[src/sv/rdm_frame_parser_defines.svh]
// Assertion macros shared by the frame parser RTL.
`ifndef RDM_FRAME_PARSER_DEFINES_SVH
`define RDM_FRAME_PARSER_DEFINES_SVH

`ifndef NO_ASSERTIONS
// Same-cycle implication, disabled during reset
`define RDM_ASSERT_IMP(label, clk, rst, ante, cons) \
  label: assert property (@(posedge clk) disable iff (rst) (ante) |-> (cons)) \
    else $error("rdm assertion failed");
// Next-cycle implication, disabled during reset
`define RDM_ASSERT_NXT(label, clk, rst, ante, cons) \
  label: assert property (@(posedge clk) disable iff (rst) (ante) |=> (cons)) \
    else $error("rdm assertion failed");
`else
`define RDM_ASSERT_IMP(label, clk, rst, ante, cons)
`define RDM_ASSERT_NXT(label, clk, rst, ante, cons)
`endif

`endif

[src/sv/rdm_pkg.sv]
// Package: frame parser constants, state encoding and result type.
`timescale 1ns / 1ps
package rdm_pkg;

  // Result kinds
  localparam logic [1:0] KIND_REJECT = 2'd0;
  localparam logic [1:0] KIND_DISC   = 2'd1;
  localparam logic [1:0] KIND_MSG    = 2'd2;

  // Start codes and framing bytes
  localparam logic [7:0] START_PREAMBLE = 8'hFE;
  localparam logic [7:0] DELIMITER      = 8'hAA;
  localparam logic [7:0] START_MSG      = 8'hCC;
  localparam logic [7:0] SUB_START      = 8'h01;

  // Interleave masks and per-byte bias for discovery checksum
  localparam logic [7:0] PAIR_LO_MASK = 8'h55;
  localparam logic [7:0] PAIR_HI_MASK = 8'hAA;
  localparam logic [7:0] BYTE_BIAS    = 8'hFF;

  localparam logic [2:0] MAX_PREAMBLE  = 3'd7;
  localparam logic [9:0] MIN_DISC_SIZE = 10'd17;
  localparam logic [9:0] MSG_HDR_SIZE  = 10'd24;
  localparam logic [8:0] INDEX_MAX     = 9'd511;

  // Fixed fields reported for discovery responses
  localparam logic [7:0]  DISC_CMD_CLASS = 8'h11;
  localparam logic [15:0] DISC_PARAM_ID  = 16'h0001;

  // Frame tracking state
  typedef enum logic [3:0] {
    MODE_IDLE = 4'b0001,
    MODE_DISC = 4'b0010,
    MODE_MSG  = 4'b0100,
    MODE_REJ  = 4'b1000
  } rdm_mode_t;

  typedef struct packed {
    logic [1:0]  frame_kind;
    logic        checksum_ok;
    logic [47:0] source_id;
    logic [47:0] destination_id;
    logic [7:0]  transaction_number;
    logic [7:0]  port_or_response;
    logic [7:0]  queued_count;
    logic [15:0] subdevice_num;
    logic [7:0]  command_class;
    logic [15:0] parameter_id;
    logic [7:0]  data_length;
  } rdm_result_t;

endpackage

[src/sv/rdm_if.sv]
// Interfaces: byte input channel and frame result channel.
`timescale 1ns / 1ps
interface rdm_byte_if;
  logic       valid;
  logic       ready;
  logic [7:0] rx_byte;
  logic       frame_last;

  modport source (output valid, output rx_byte, output frame_last, input ready);
  modport sink   (input valid, input rx_byte, input frame_last, output ready);
endinterface

interface rdm_result_if;
  logic        valid;
  logic        ready;
  logic [1:0]  frame_kind;
  logic        checksum_ok;
  logic [47:0] source_id;
  logic [47:0] destination_id;
  logic [7:0]  transaction_number;
  logic [7:0]  port_or_response;
  logic [7:0]  queued_count;
  logic [15:0] subdevice_num;
  logic [7:0]  command_class;
  logic [15:0] parameter_id;
  logic [7:0]  data_length;

  modport source (output valid, output frame_kind, output checksum_ok, output source_id,
                  output destination_id, output transaction_number,
                  output port_or_response, output queued_count, output subdevice_num,
                  output command_class, output parameter_id, output data_length,
                  input ready);
  modport sink   (input valid, input frame_kind, input checksum_ok, input source_id,
                  input destination_id, input transaction_number,
                  input port_or_response, input queued_count, input subdevice_num,
                  input command_class, input parameter_id, input data_length,
                  output ready);
endinterface

[src/sv/rdm_frame_track.sv]
// Per-frame state tracker: byte counter, field capture and checksum.
`timescale 1ns / 1ps
`include "rdm_frame_parser_defines.svh"
module rdm_frame_track (
  input  logic               clk,
  input  logic               rst,
  input  logic               accept,
  input  logic [7:0]         rx_byte,
  input  logic               frame_last,
  output logic               frame_done,
  output rdm_pkg::rdm_result_t result
);
  import rdm_pkg::*;

  rdm_mode_t   frame_mode, frame_mode_next, mode_cur;
  logic [8:0]  byte_index;
  logic [2:0]  preamble_count, preamble_count_next;
  logic [15:0] running_sum, running_sum_next;
  logic [7:0]  declared_length, declared_length_next;
  logic [15:0] received_checksum, received_checksum_next;
  logic [7:0]  held_byte, held_byte_next;
  logic [47:0] source_reg, source_reg_next;
  logic [47:0] destination_reg, destination_reg_next;
  logic [63:0] header_fields, header_fields_next;

  logic [8:0]  disc_off;
  logic [7:0]  pair_val;
  logic [7:0]  len_eff;
  logic [9:0]  frame_size;
  logic        disc_good, msg_good;

  assign disc_off   = byte_index - {6'd0, preamble_count} - 9'd1;
  assign pair_val   = (held_byte & PAIR_LO_MASK) | (rx_byte & PAIR_HI_MASK);
  assign len_eff    = (byte_index == 9'd2) ? rx_byte : declared_length;
  assign frame_size = {1'b0, byte_index} + 10'd1;

  // Next state for one byte
  always_comb begin
    mode_cur               = frame_mode;
    preamble_count_next    = preamble_count;
    running_sum_next       = running_sum;
    declared_length_next   = declared_length;
    received_checksum_next = received_checksum;
    held_byte_next         = held_byte;
    source_reg_next        = source_reg;
    destination_reg_next   = destination_reg;
    header_fields_next     = header_fields;

    // start code picks the frame type
    if (frame_mode == MODE_IDLE) begin
      if (rx_byte == START_PREAMBLE || rx_byte == DELIMITER) mode_cur = MODE_DISC;
      else if (rx_byte == START_MSG) mode_cur = MODE_MSG;
      else mode_cur = MODE_REJ;
    end
    frame_mode_next = mode_cur;

    if (mode_cur == MODE_DISC) begin
      // preamble / delimiter search, then interleaved pairs
      if (byte_index == {6'd0, preamble_count}) begin
        if (rx_byte != DELIMITER) begin
          if (preamble_count == MAX_PREAMBLE) frame_mode_next = MODE_REJ;
          else preamble_count_next = preamble_count + 3'd1;
        end
      end else if (disc_off < 9'd16) begin
        if (!disc_off[0]) begin
          held_byte_next = rx_byte;
        end else if (disc_off < 9'd12) begin
          source_reg_next  = {source_reg[39:0], pair_val};
          running_sum_next = running_sum + {8'd0, pair_val} + {8'd0, BYTE_BIAS};
        end else begin
          received_checksum_next = {received_checksum[7:0], pair_val};
        end
      end
    end else if (mode_cur == MODE_MSG) begin
      if (byte_index == 9'd1 && rx_byte != SUB_START) begin
        frame_mode_next = MODE_REJ;
      end else begin
        if (byte_index == 9'd2) declared_length_next = rx_byte;
        if (byte_index >= 9'd3 && byte_index <= 9'd8)
          destination_reg_next = {destination_reg[39:0], rx_byte};
        if (byte_index >= 9'd9 && byte_index <= 9'd14)
          source_reg_next = {source_reg[39:0], rx_byte};
        if (byte_index >= 9'd15 && byte_index <= 9'd22)
          header_fields_next = {header_fields[55:0], rx_byte};
        if (byte_index == 9'd23) held_byte_next = rx_byte;
        if (byte_index < 9'd2 || byte_index < {1'b0, len_eff})
          running_sum_next = running_sum + {8'd0, rx_byte};
        // big-endian checksum just past the message
        if (len_eff >= 8'd3 && byte_index >= 9'd2) begin
          if (byte_index == {1'b0, len_eff})
            received_checksum_next = {rx_byte, 8'd0};
          if (byte_index == {1'b0, len_eff} + 9'd1)
            received_checksum_next = received_checksum | {8'd0, rx_byte};
        end
      end
    end
  end

  // Result for a frame ending on this byte
  assign disc_good = (frame_mode_next == MODE_DISC) &&
                     (byte_index > {6'd0, preamble_count_next}) &&
                     (frame_size > MIN_DISC_SIZE) &&
                     (frame_size >= {7'd0, preamble_count_next} + MIN_DISC_SIZE);
  assign msg_good  = (frame_mode_next == MODE_MSG) &&
                     (frame_size >= {2'd0, declared_length_next} + 10'd2) &&
                     (frame_size >= MSG_HDR_SIZE);

  always_comb begin
    result = '0;
    if (disc_good) begin
      result.frame_kind    = KIND_DISC;
      result.checksum_ok   = (running_sum_next == received_checksum_next);
      result.source_id     = source_reg_next;
      result.command_class = DISC_CMD_CLASS;
      result.parameter_id  = DISC_PARAM_ID;
    end else if (msg_good) begin
      result.frame_kind         = KIND_MSG;
      result.checksum_ok        = (declared_length_next >= 8'd3) &&
                                  (running_sum_next == received_checksum_next);
      result.source_id          = source_reg_next;
      result.destination_id     = destination_reg_next;
      result.transaction_number = header_fields_next[63:56];
      result.port_or_response   = header_fields_next[55:48];
      result.queued_count       = header_fields_next[47:40];
      result.subdevice_num      = header_fields_next[39:24];
      result.command_class      = header_fields_next[23:16];
      result.parameter_id       = header_fields_next[15:0];
      result.data_length        = held_byte_next;
    end
  end

  assign frame_done = accept && frame_last;

  // State registers: cleared at reset and after every frame
  always_ff @(posedge clk) begin
    if (rst || frame_done) begin
      frame_mode        <= MODE_IDLE;
      byte_index        <= '0;
      preamble_count    <= '0;
      running_sum       <= '0;
      declared_length   <= '0;
      received_checksum <= '0;
      held_byte         <= '0;
      source_reg        <= '0;
      destination_reg   <= '0;
      header_fields     <= '0;
    end else if (accept) begin
      frame_mode        <= frame_mode_next;
      if (byte_index != INDEX_MAX) byte_index <= byte_index + 9'd1;
      preamble_count    <= preamble_count_next;
      running_sum       <= running_sum_next;
      declared_length   <= declared_length_next;
      received_checksum <= received_checksum_next;
      held_byte         <= held_byte_next;
      source_reg        <= source_reg_next;
      destination_reg   <= destination_reg_next;
      header_fields     <= header_fields_next;
    end
  end

  // every frame starts from a clean tracker
  `RDM_ASSERT_NXT(a_clear_after_last, clk, rst, frame_done,
                  frame_mode == MODE_IDLE && byte_index == 9'd0 && running_sum == 16'd0)
  // once a start code is seen, the counter has moved on
  `RDM_ASSERT_IMP(a_mode_has_index, clk, rst, frame_mode != MODE_IDLE, byte_index != 9'd0)
  // preamble never runs ahead of the byte counter
  `RDM_ASSERT_IMP(a_preamble_bound, clk, rst, 1'b1, ({6'd0, preamble_count} <= byte_index))

endmodule

[src/sv/rdm_frame_parser.sv]
// Top level: lighting-bus management frame parser with registered result.
//
// Takes one frame byte per cycle on byte_in (frame_last on the final byte)
// and gives one result item per frame on result_out, in the cycle after the
// last byte is taken. Each byte goes through a single layer of logic between
// the frame state registers and the result register, so a byte is accepted
// every cycle; byte_in only stalls while a finished result waits on
// result_out and the consumer holds ready low. Discovery responses report
// their decoded ID, standard messages their header fields; unrecognised,
// malformed or short frames give frame_kind 0 with all fields zero.
`timescale 1ns / 1ps
`include "rdm_frame_parser_defines.svh"
module rdm_frame_parser (
  input  logic         clk,
  input  logic         rst,
  rdm_byte_if.sink     byte_in,
  rdm_result_if.source result_out
);
  import rdm_pkg::*;

  logic        in_accept;
  logic        frame_done;
  rdm_result_t frame_result;
  rdm_result_t res_q;
  logic        out_valid;

  // Accept whenever the result register is free or being emptied
  assign byte_in.ready = !out_valid || result_out.ready;
  assign in_accept     = byte_in.valid && byte_in.ready;

  rdm_frame_track u_track (
    .clk        (clk),
    .rst        (rst),
    .accept     (in_accept),
    .rx_byte    (byte_in.rx_byte),
    .frame_last (byte_in.frame_last),
    .frame_done (frame_done),
    .result     (frame_result)
  );

  // Result register
  always_ff @(posedge clk) begin
    if (rst) begin
      out_valid <= 1'b0;
    end else if (frame_done) begin
      out_valid <= 1'b1;
    end else if (result_out.ready) begin
      out_valid <= 1'b0;
    end
  end

  always_ff @(posedge clk) begin
    if (frame_done) res_q <= frame_result;
  end

  assign result_out.valid              = out_valid;
  assign result_out.frame_kind         = res_q.frame_kind;
  assign result_out.checksum_ok        = res_q.checksum_ok;
  assign result_out.source_id          = res_q.source_id;
  assign result_out.destination_id     = res_q.destination_id;
  assign result_out.transaction_number = res_q.transaction_number;
  assign result_out.port_or_response   = res_q.port_or_response;
  assign result_out.queued_count       = res_q.queued_count;
  assign result_out.subdevice_num      = res_q.subdevice_num;
  assign result_out.command_class      = res_q.command_class;
  assign result_out.parameter_id       = res_q.parameter_id;
  assign result_out.data_length        = res_q.data_length;

  // a finished frame always lands in the result register
  `RDM_ASSERT_NXT(a_last_gives_result, clk, rst, frame_done, out_valid)
  // discovery results carry the fixed command and no target
  `RDM_ASSERT_IMP(a_disc_fixed, clk, rst, out_valid && res_q.frame_kind == KIND_DISC,
                  res_q.command_class == DISC_CMD_CLASS &&
                  res_q.parameter_id == DISC_PARAM_ID && res_q.destination_id == 48'd0)
  // rejected frames report nothing
  `RDM_ASSERT_IMP(a_reject_empty, clk, rst, out_valid && res_q.frame_kind == KIND_REJECT,
                  !res_q.checksum_ok && res_q.source_id == 48'd0)

endmodule
[src/flat_wrapper.sv]
// flat-port wrapper written by rule: the top's interface ports become plain ports
module rdm_frame_parser_flat import rdm_pkg::*;
  (clk, rst, byte_in_valid, byte_in_rx_byte, byte_in_frame_last, byte_in_ready, result_out_valid, result_out_frame_kind, result_out_checksum_ok, result_out_source_id, result_out_destination_id, result_out_transaction_number, result_out_port_or_response, result_out_queued_count, result_out_subdevice_num, result_out_command_class, result_out_parameter_id, result_out_data_length, result_out_ready);
  rdm_byte_if byte_in_i ();
  rdm_result_if result_out_i ();
  input  logic clk;
  input  logic rst;
  input wire logic [$bits(byte_in_i.valid)-1:0] byte_in_valid;
  input wire logic [$bits(byte_in_i.rx_byte)-1:0] byte_in_rx_byte;
  input wire logic [$bits(byte_in_i.frame_last)-1:0] byte_in_frame_last;
  output wire logic [$bits(byte_in_i.ready)-1:0] byte_in_ready;
  output wire logic [$bits(result_out_i.valid)-1:0] result_out_valid;
  output wire logic [$bits(result_out_i.frame_kind)-1:0] result_out_frame_kind;
  output wire logic [$bits(result_out_i.checksum_ok)-1:0] result_out_checksum_ok;
  output wire logic [$bits(result_out_i.source_id)-1:0] result_out_source_id;
  output wire logic [$bits(result_out_i.destination_id)-1:0] result_out_destination_id;
  output wire logic [$bits(result_out_i.transaction_number)-1:0] result_out_transaction_number;
  output wire logic [$bits(result_out_i.port_or_response)-1:0] result_out_port_or_response;
  output wire logic [$bits(result_out_i.queued_count)-1:0] result_out_queued_count;
  output wire logic [$bits(result_out_i.subdevice_num)-1:0] result_out_subdevice_num;
  output wire logic [$bits(result_out_i.command_class)-1:0] result_out_command_class;
  output wire logic [$bits(result_out_i.parameter_id)-1:0] result_out_parameter_id;
  output wire logic [$bits(result_out_i.data_length)-1:0] result_out_data_length;
  input wire logic [$bits(result_out_i.ready)-1:0] result_out_ready;
  assign byte_in_i.valid = byte_in_valid;
  assign byte_in_i.rx_byte = byte_in_rx_byte;
  assign byte_in_i.frame_last = byte_in_frame_last;
  assign byte_in_ready = byte_in_i.ready;
  assign result_out_valid = result_out_i.valid;
  assign result_out_frame_kind = result_out_i.frame_kind;
  assign result_out_checksum_ok = result_out_i.checksum_ok;
  assign result_out_source_id = result_out_i.source_id;
  assign result_out_destination_id = result_out_i.destination_id;
  assign result_out_transaction_number = result_out_i.transaction_number;
  assign result_out_port_or_response = result_out_i.port_or_response;
  assign result_out_queued_count = result_out_i.queued_count;
  assign result_out_subdevice_num = result_out_i.subdevice_num;
  assign result_out_command_class = result_out_i.command_class;
  assign result_out_parameter_id = result_out_i.parameter_id;
  assign result_out_data_length = result_out_i.data_length;
  assign result_out_i.ready = result_out_ready;
  rdm_frame_parser u_core (.clk(clk), .rst(rst), .byte_in(byte_in_i), .result_out(result_out_i));
endmodule
[config.mk]
export PLATFORM = sky130hd
export DESIGN_NAME = rdm_frame_parser_flat
export DESIGN_NICKNAME = d
export VERILOG_FILES = /design/src/sv/rdm_pkg.sv /design/src/sv/rdm_if.sv /design/src/sv/rdm_frame_track.sv /design/src/sv/rdm_frame_parser.sv /design/src/flat_wrapper.sv
export VERILOG_INCLUDE_DIRS = /design/src /design/src/sv
export SDC_FILE = /design/constraint.sdc
export NUM_CORES = 1
export LEC_CHECK = 0
export ABC_AREA = 0
export BUFFER_PORTS_ARGS = -buffer_cell sky130_fd_sc_hd__buf_4
export CAP_MARGIN = 20
export CORE_AREA = 2 2 225 227
export CTS_BUF_LIST = sky130_fd_sc_hd__clkbuf_2 sky130_fd_sc_hd__clkbuf_4 sky130_fd_sc_hd__clkbuf_8
export CTS_CLUSTER_DIAMETER = 80
export DETAILED_ROUTE_END_ITERATION = 16
export DIE_AREA = 0 0 227 229
export GPL_TIMING_DRIVEN = 0
export HOLD_SLACK_MARGIN = 0.02
export PLACE_DENSITY = 0.65
export SYNTH_ARGS = -nofsm -noshare
export SYNTH_HDL_FRONTEND = slang
export SYNTH_SLANG_ARGS = --single-unit
export TNS_END_PERCENT = 30
[constraint.sdc]
create_clock -name clk -period 6.95 [get_ports clk]
set_input_delay 0.3475 -clock clk [delete_from_list [all_inputs] [get_ports clk]]
set_output_delay 0.3475 -clock clk [all_outputs]
set_load 0.02 [all_outputs]
Yosys cells after proc, flatten, opt, wreduce, memory -nomap -nowiden

Index checks and enable logic that the tools add are counted.

$add $sub $neg: 11
Magnitude comparators: 18
Equality and inequality tests: 19
Multiplexer cells: 62
Bitwise operators: 3
Reductions and logical operators: 21

Operator list:

| operator                | number |
|---|---|
| $mux W48                | 12 |
| $mux W16                | 18 |
| $mux W64                | 4 |
| $mux W171               | 1 |
| $mux W8                 | 11 |
| $mux W49                | 1 |
| $mux W4                 | 9 |
| $add A16 B8 Y16         | 2 |
| $eq A8 B8 Y1 const B    | 3 |
| $ge A9 B2 Y1 const B    | 2 |
| $ge A9 B4 Y1 const B    | 2 |
| $le A9 B4 Y1 const B    | 2 |
| $add A16 B8 Y16 const B | 1 |
| $eq A16 B16 Y1          | 1 |
| $ge A8 B2 Y1 const B    | 2 |
| $or A16 B8 Y16          | 1 |
| $logic_and A1 B1 Y1     | 13 |
| $mux W3                 | 4 |
| $add A9 B1 Y10 const B  | 1 |
| $ge A10 B5 Y1 const B   | 1 |
| $ge A10 B6 Y1           | 1 |
| $ge A10 B9 Y1           | 1 |
| $gt A10 B5 Y1 const B   | 1 |
| $add A8 B1 Y9 const B   | 1 |
| 33 further kinds        | 39 |

Register bits: 396
Input bits: 13
Output and inout port bits: 173
Word-level logic and storage cells: 158

Logic depth before layout (Yosys ltp)

Depth after elaboration: 13
Depth in mapped cells: 25
Gate-level depth less buffers: 21

Modules after synthesis

A second synthesis with hierarchy kept.

Cells, all modules: 2,354
Area total of the unflattened synthesis: 19,660.1 µm²

Modules (own cells, without submodules):

| module           | instances | cells each | area each (µm²) | seq. area each (µm²) |
|---|---|---|---|---|
| rdm_frame_track  | 1         | 2,178      | 14,470.1        | 4,484.3 |
| rdm_frame_parser | 1         | 176        | 5,190.0         | 5,154.9 |

Worst setup path before layout

No wires, ideal clock.

Path type: flip-flop to flip-flop
From: register u_core.out_valid, in the netlist u_core.result_out.valid
To: register u_core.u_track.byte_index[0]
Setup time: 0.128 ns
Arrival time: 5.427 ns
Required time: 6.822 ns
Slack: 1.395 ns
Cell stages (with the launch flop): 10
Clock period less this slack: 5.555 ns
Path through: dfxtp_1 nand2b_1 and2_1 nand2_1 inv_1 or2_2 clkbuf_1 clkbuf_1 clkbuf_1 nor2_1

Word-level cells in the longest chain between the ends: 5

RTL lines:

| element                     | line                   | RTL |
|---|---|---|
| start, declared             | rdm_frame_parser.sv:25 | `logic out_valid;` |
| start signal, assigned      | rdm_frame_parser.sv:44 | `out_valid <= 1'b0;` |
| start signal, assigned      | rdm_frame_parser.sv:46 | `out_valid <= 1'b1;` |
| start signal, assigned      | rdm_frame_parser.sv:48 | `out_valid <= 1'b0;` |
| $logic_not A1 Y1            | rdm_frame_parser.sv:28 | `assign byte_in.ready = !out_valid \|\| result_out.ready;` |
| $logic_or A1 B1 Y1          | rdm_frame_parser.sv:28 |  |
| named net byte_in_ready     | flat_wrapper.sv:11     | `output wire logic [$bits(byte_in_i.ready)-1:0] byte_in_ready;` |
| $logic_and A1 B1 Y1         | rdm_frame_parser.sv:29 | `assign in_accept = byte_in.valid && byte_in.ready;` |
| $logic_and A1 B1 Y1         | rdm_frame_track.sv:132 | `assign frame_done = accept && frame_last;` |
| named net u_core.frame_done | rdm_frame_parser.sv:22 | `logic frame_done;` |
| $logic_or A1 B1 Y1          | rdm_frame_track.sv:136 | `if (rst \|\| frame_done) begin` |
| end signal, assigned        | rdm_frame_track.sv:149 | `if (byte_index != INDEX_MAX) byte_index <= byte_index + 9'd1;` |
| end, declared               | rdm_frame_track.sv:16  | `logic [8:0] byte_index;` |

The timed path passes the listed nets, and every way through them passes these cells.
A chain may end at the register's enable or synchronous reset.

==> key figures <==
Clock network
  • CTS tree: yes
  • Worst-case clock buffer depth: 3
  • Postcts setup bufs: 0
  • H-tree levels: 3
  • Total CTS buffers: roughly 70
  • Clock transition at path regs: 60 ps
  • Clk Latency, worst-skew pair: 680 ps
  • Root Buffer: clkbuf_8
  • Clock sink count: approximately 400

Routing
  • DRT antenna net count: 0
  • Avg WL per Cell: 18.9 um
  • DRC errors left: 0
  • WL final: roughly 63,000 um
  • DR iter-0 viols: about 1,700
  • TritonRoute pass-1 iters: 8
  • Avg Vias per Cell: about 5.4
  • Via count: roughly 18,000

Die
  • Starting Density: 0.394
  • Die Wd: 227 um
  • Core area: around 50,000 um2
  • # rows: 82
  • DIE AREA: between 50,000 and 60,000 um2
  • Io pins: between 150 and 200
  • Die Span Y: roughly 230 um

Synthesis
  • Commonest cells in the netlist: nand2_1, a21oi_1, dfxtp_1, edfxtp_1, nor2_1
  • Async set or reset register ratio after synthesis: 0
  • Compound-Gate Fraction of Synth Area: 0.177
  • Top-count cell post-synth: nand2_1
  • Largest family of logic cells by synthesized area: simple AND/OR/NAND/NOR gates
  • Synth Net Count: around 2,400
  • Post-Synth XOR/XNOR Area: 0.0262
  • Sequential area share after synthesis: 0.492
  • Synth unique cells: 88
  • Adder-cell share of the synthesized area: 0.0391
  • Synth area leader: edfxtp_1
  • Area contributors post-synth: edfxtp_1, dfxtp_1, nand2_1, a21oi_1, ha_1
  • Mapped cell area: between 15,000 and 20,000 um2
  • Ys Warns: 0
  • Syn Area/Cell: about 8.4 um2
  • Top_reg_cell synth: dfxtp_1
  • Mapped Cells: 2,333
  • Synth Area in Simple Gates: 0.209
  • Synth top area share: 0.262
  • Seq cells post-synth: between 300 and 400
  • Multiplexer share of the synthesized area: 0.0136
  • Post-synth EDFFs: 171

GRT
  • Largest net degree at the start of global routing: between 100 and 150
  • Overflow after GRT: 0
  • Global-route wire length before repair: between 90,000 and 100,000 um
  • Vias in the first global route: approximately 17,000
  • Total GRT Usage: 0.239
  • Initial antenna violation count: 0

Min path
  • Hold Crit Depth: 3
  • Hold Path End: u_core.result_out.valid$_SDFFE_PP0P_
  • Hold path startpoint: result_out_ready
  • Worst hold path type: primary input to flop

Cells and area
  • Ant diodes: 0
  • Max reg flops: 64
  • Most flops, register: u_core.u_track.header_fields
  • Final instance area: 23,400 um2
  • Fraction of final layout cells sized beyond drive strength 1: 0.136
  • Area growth from synthesis to layout: 19.5%
  • Nets: 2,668

Power
  • Total power: slightly above 5 mW
  • P per Cell Area: approximately 220 nW/um2
  • Leakage: 7.79 nW
  • Maximum VDD drop: 0.124 mV

Place
  • RD Place Congestion: around 0.93
  • Post-DP HPWL: 45,900 um
  • IO buf count: around 190
  • Placed Area: between 20,000 and 25,000 um2

Critical path
  • FF-to-FF Start: u_core.u_track.byte_index[5]$_SDFFE_PP0P_
  • Reg2reg end: u_core.result_out.source_id[31]$_DFFE_PP_
  • Worst Path Arrival: approximately 7000 ps
  • Startpoint types: flop
  • Flop-to-flop setup slack: between 400 and 500 ps
  • Required @ worst endpoint: 7330 ps
  • R2R cell count: 23
  • WS Path Type: flop to flop
  • CP Capture Type: flop
  • Crit path max fanout: 10

STA
  • Min cycle time layout: about 6500 ps
  • Final Hold Fails: 0
  • Final cycle utilization of the critical path: 0.937
  • Slew Limit Fails: 0
  • Slew HR: 0.325
  • F_max: between 150 and 200 MHz
  • Fin Clk Skew: slightly above 50 ps
  • Worst-margin pin slew: 1010 ps
  • RSZ-0062 raised after global routing: no
  • Final Setup Violations: 0

Job
  • Max cap viols: 0

Status
  • Outcome: complete, no violations
## how the worst max path moves through the flow
| stage | endpoint | cells after the start | slack (ps) | from |
|---|---|---|---|---|
| after CTS | u_core.result_out.source_id[31]$_DFFE_PP_ | 23 | 100 | u_core.u_track.byte_index[5]$_SDFFE_PP0P_ |
| after global routing | u_core.result_out.source_id[31]$_DFFE_PP_ | 23 | 180 | u_core.u_track.byte_index[5]$_SDFFE_PP0P_ |
| after detailed placement | u_core.result_out.source_id[31]$_DFFE_PP_ | 22 | 20 | byte_in_rx_byte[4] |
| final | u_core.result_out.source_id[31]$_DFFE_PP_ | 23 | 440 | u_core.u_track.byte_index[5]$_SDFFE_PP0P_ |
| after global placement | u_core.u_track.running_sum[15]$_SDFFE_PP0P_ | 10 | -790 | result_out_ready |
| after floorplan | u_core.u_track.byte_index[0]$_SDFFE_PP0P_ | 9 | 1400 | u_core.result_out.valid$_SDFFE_PP0P_ |
## cells by family (layout without fill, tap and decap cells)
| group | Yosys count | count (layout) |
|---|---|---|
| mux | 26 | 26 |
| xor+xnor | 57 | 57 |
| flops | 396 | 396 |
| fa+ha+maj | 60 | 60 |
| buf+inv | 217 | 537 |
| simple gates | 988 | 988 |
| compound gates | 589 | 589 |
## through the flow
| step | cells | hold slack, ps | utilization | worst slack [ps] | TNS, ps |
|---|---|---|---|---|---|
| after floorplan | 2333 | 417 | - | 1400 | 0 |
| after global placement | 3190 | 440 | 0.439 | -791 | -79770 |
| after detailed placement | 3192 | 445 | 0.440 | 17.9 | 0 |
| after CTS | 3325 | 24.0 | 0.471 | 96.7 | 0 |
| after global routing | 3325 | 91.2 | 0.471 | 179 | 0 |
| final | 3325 | 62.5 | 0.471 | 441 | 0 |
## per-layer routing
metal / part of all wire / track usage
met4: 0.029 / 0.0884
met2: 0.47 / 0.382
met1: 0.44 / 0.327
met3: 0.067 / 0.0341
met5: 0 / 0
## report_power, final
part / switching (mW) / internal [mW] / total, mW
Clock: 1.03 / 1.31 / 2.34
Combinational: 0.250 / 0.115 / 0.365
Sequential: 0.0223 / 2.47 / 2.49
Total: 1.30 / 3.89 / 5.20
## critical path, cell delays in order (launching register included)
cell,delay [ps]
dfxtp_1,340
buf_4,190
or4_1,540
buf_2,220
nor2_1,150
and3_1,160
buf_2,260
nor2_1,100
clkbuf_1,330
o21ai_1,580
ha_1,350
nand3_1,110
xor2_1,170
nand2_1,70
o21ai_0,140
ha_1,340
a211oi_1,240
a21oi_1,110
o21ai_2,450
inv_1,160
nor2_1,200
clkbuf_1,470
clkbuf_1,400
a21oi_1,130
## timing repair
action                                 in CTS  in global routing
hold buffers                                1                  0
resized for setup                           0                  4
setup endpoints to repair                   0                119
endpoints found under the hold margin       2                  0
## layout make-up
| type | count | area, um2 |
|---|---|---|
| Sequential cell | 396 | 9640 |
| Clock inverter | 29 | 260 |
| Inverter | 56 | 218 |
| Multi-Input combinational cell | 1720 | 9090 |
| Buffer | 161 | 639 |
| Clock buffer | 103 | 1270 |
| Fill cell | 4890 | 26300 |
| Timing Repair Buffer | 188 | 1440 |
| Tap cell | 672 | 841 |
## placed cells by master (no fill, tap or decap), types with 52 or more instances in the layout
master	instances
a21oi_1	385
buf_4	186
clkbuf_1	140
clkbuf_8	80
dfxtp_1	225
edfxtp_1	171
ha_1	58
inv_1	54
nand2_1	711
nor2_1	144
o21ai_0	52
(Power assumes the default switching activity.)
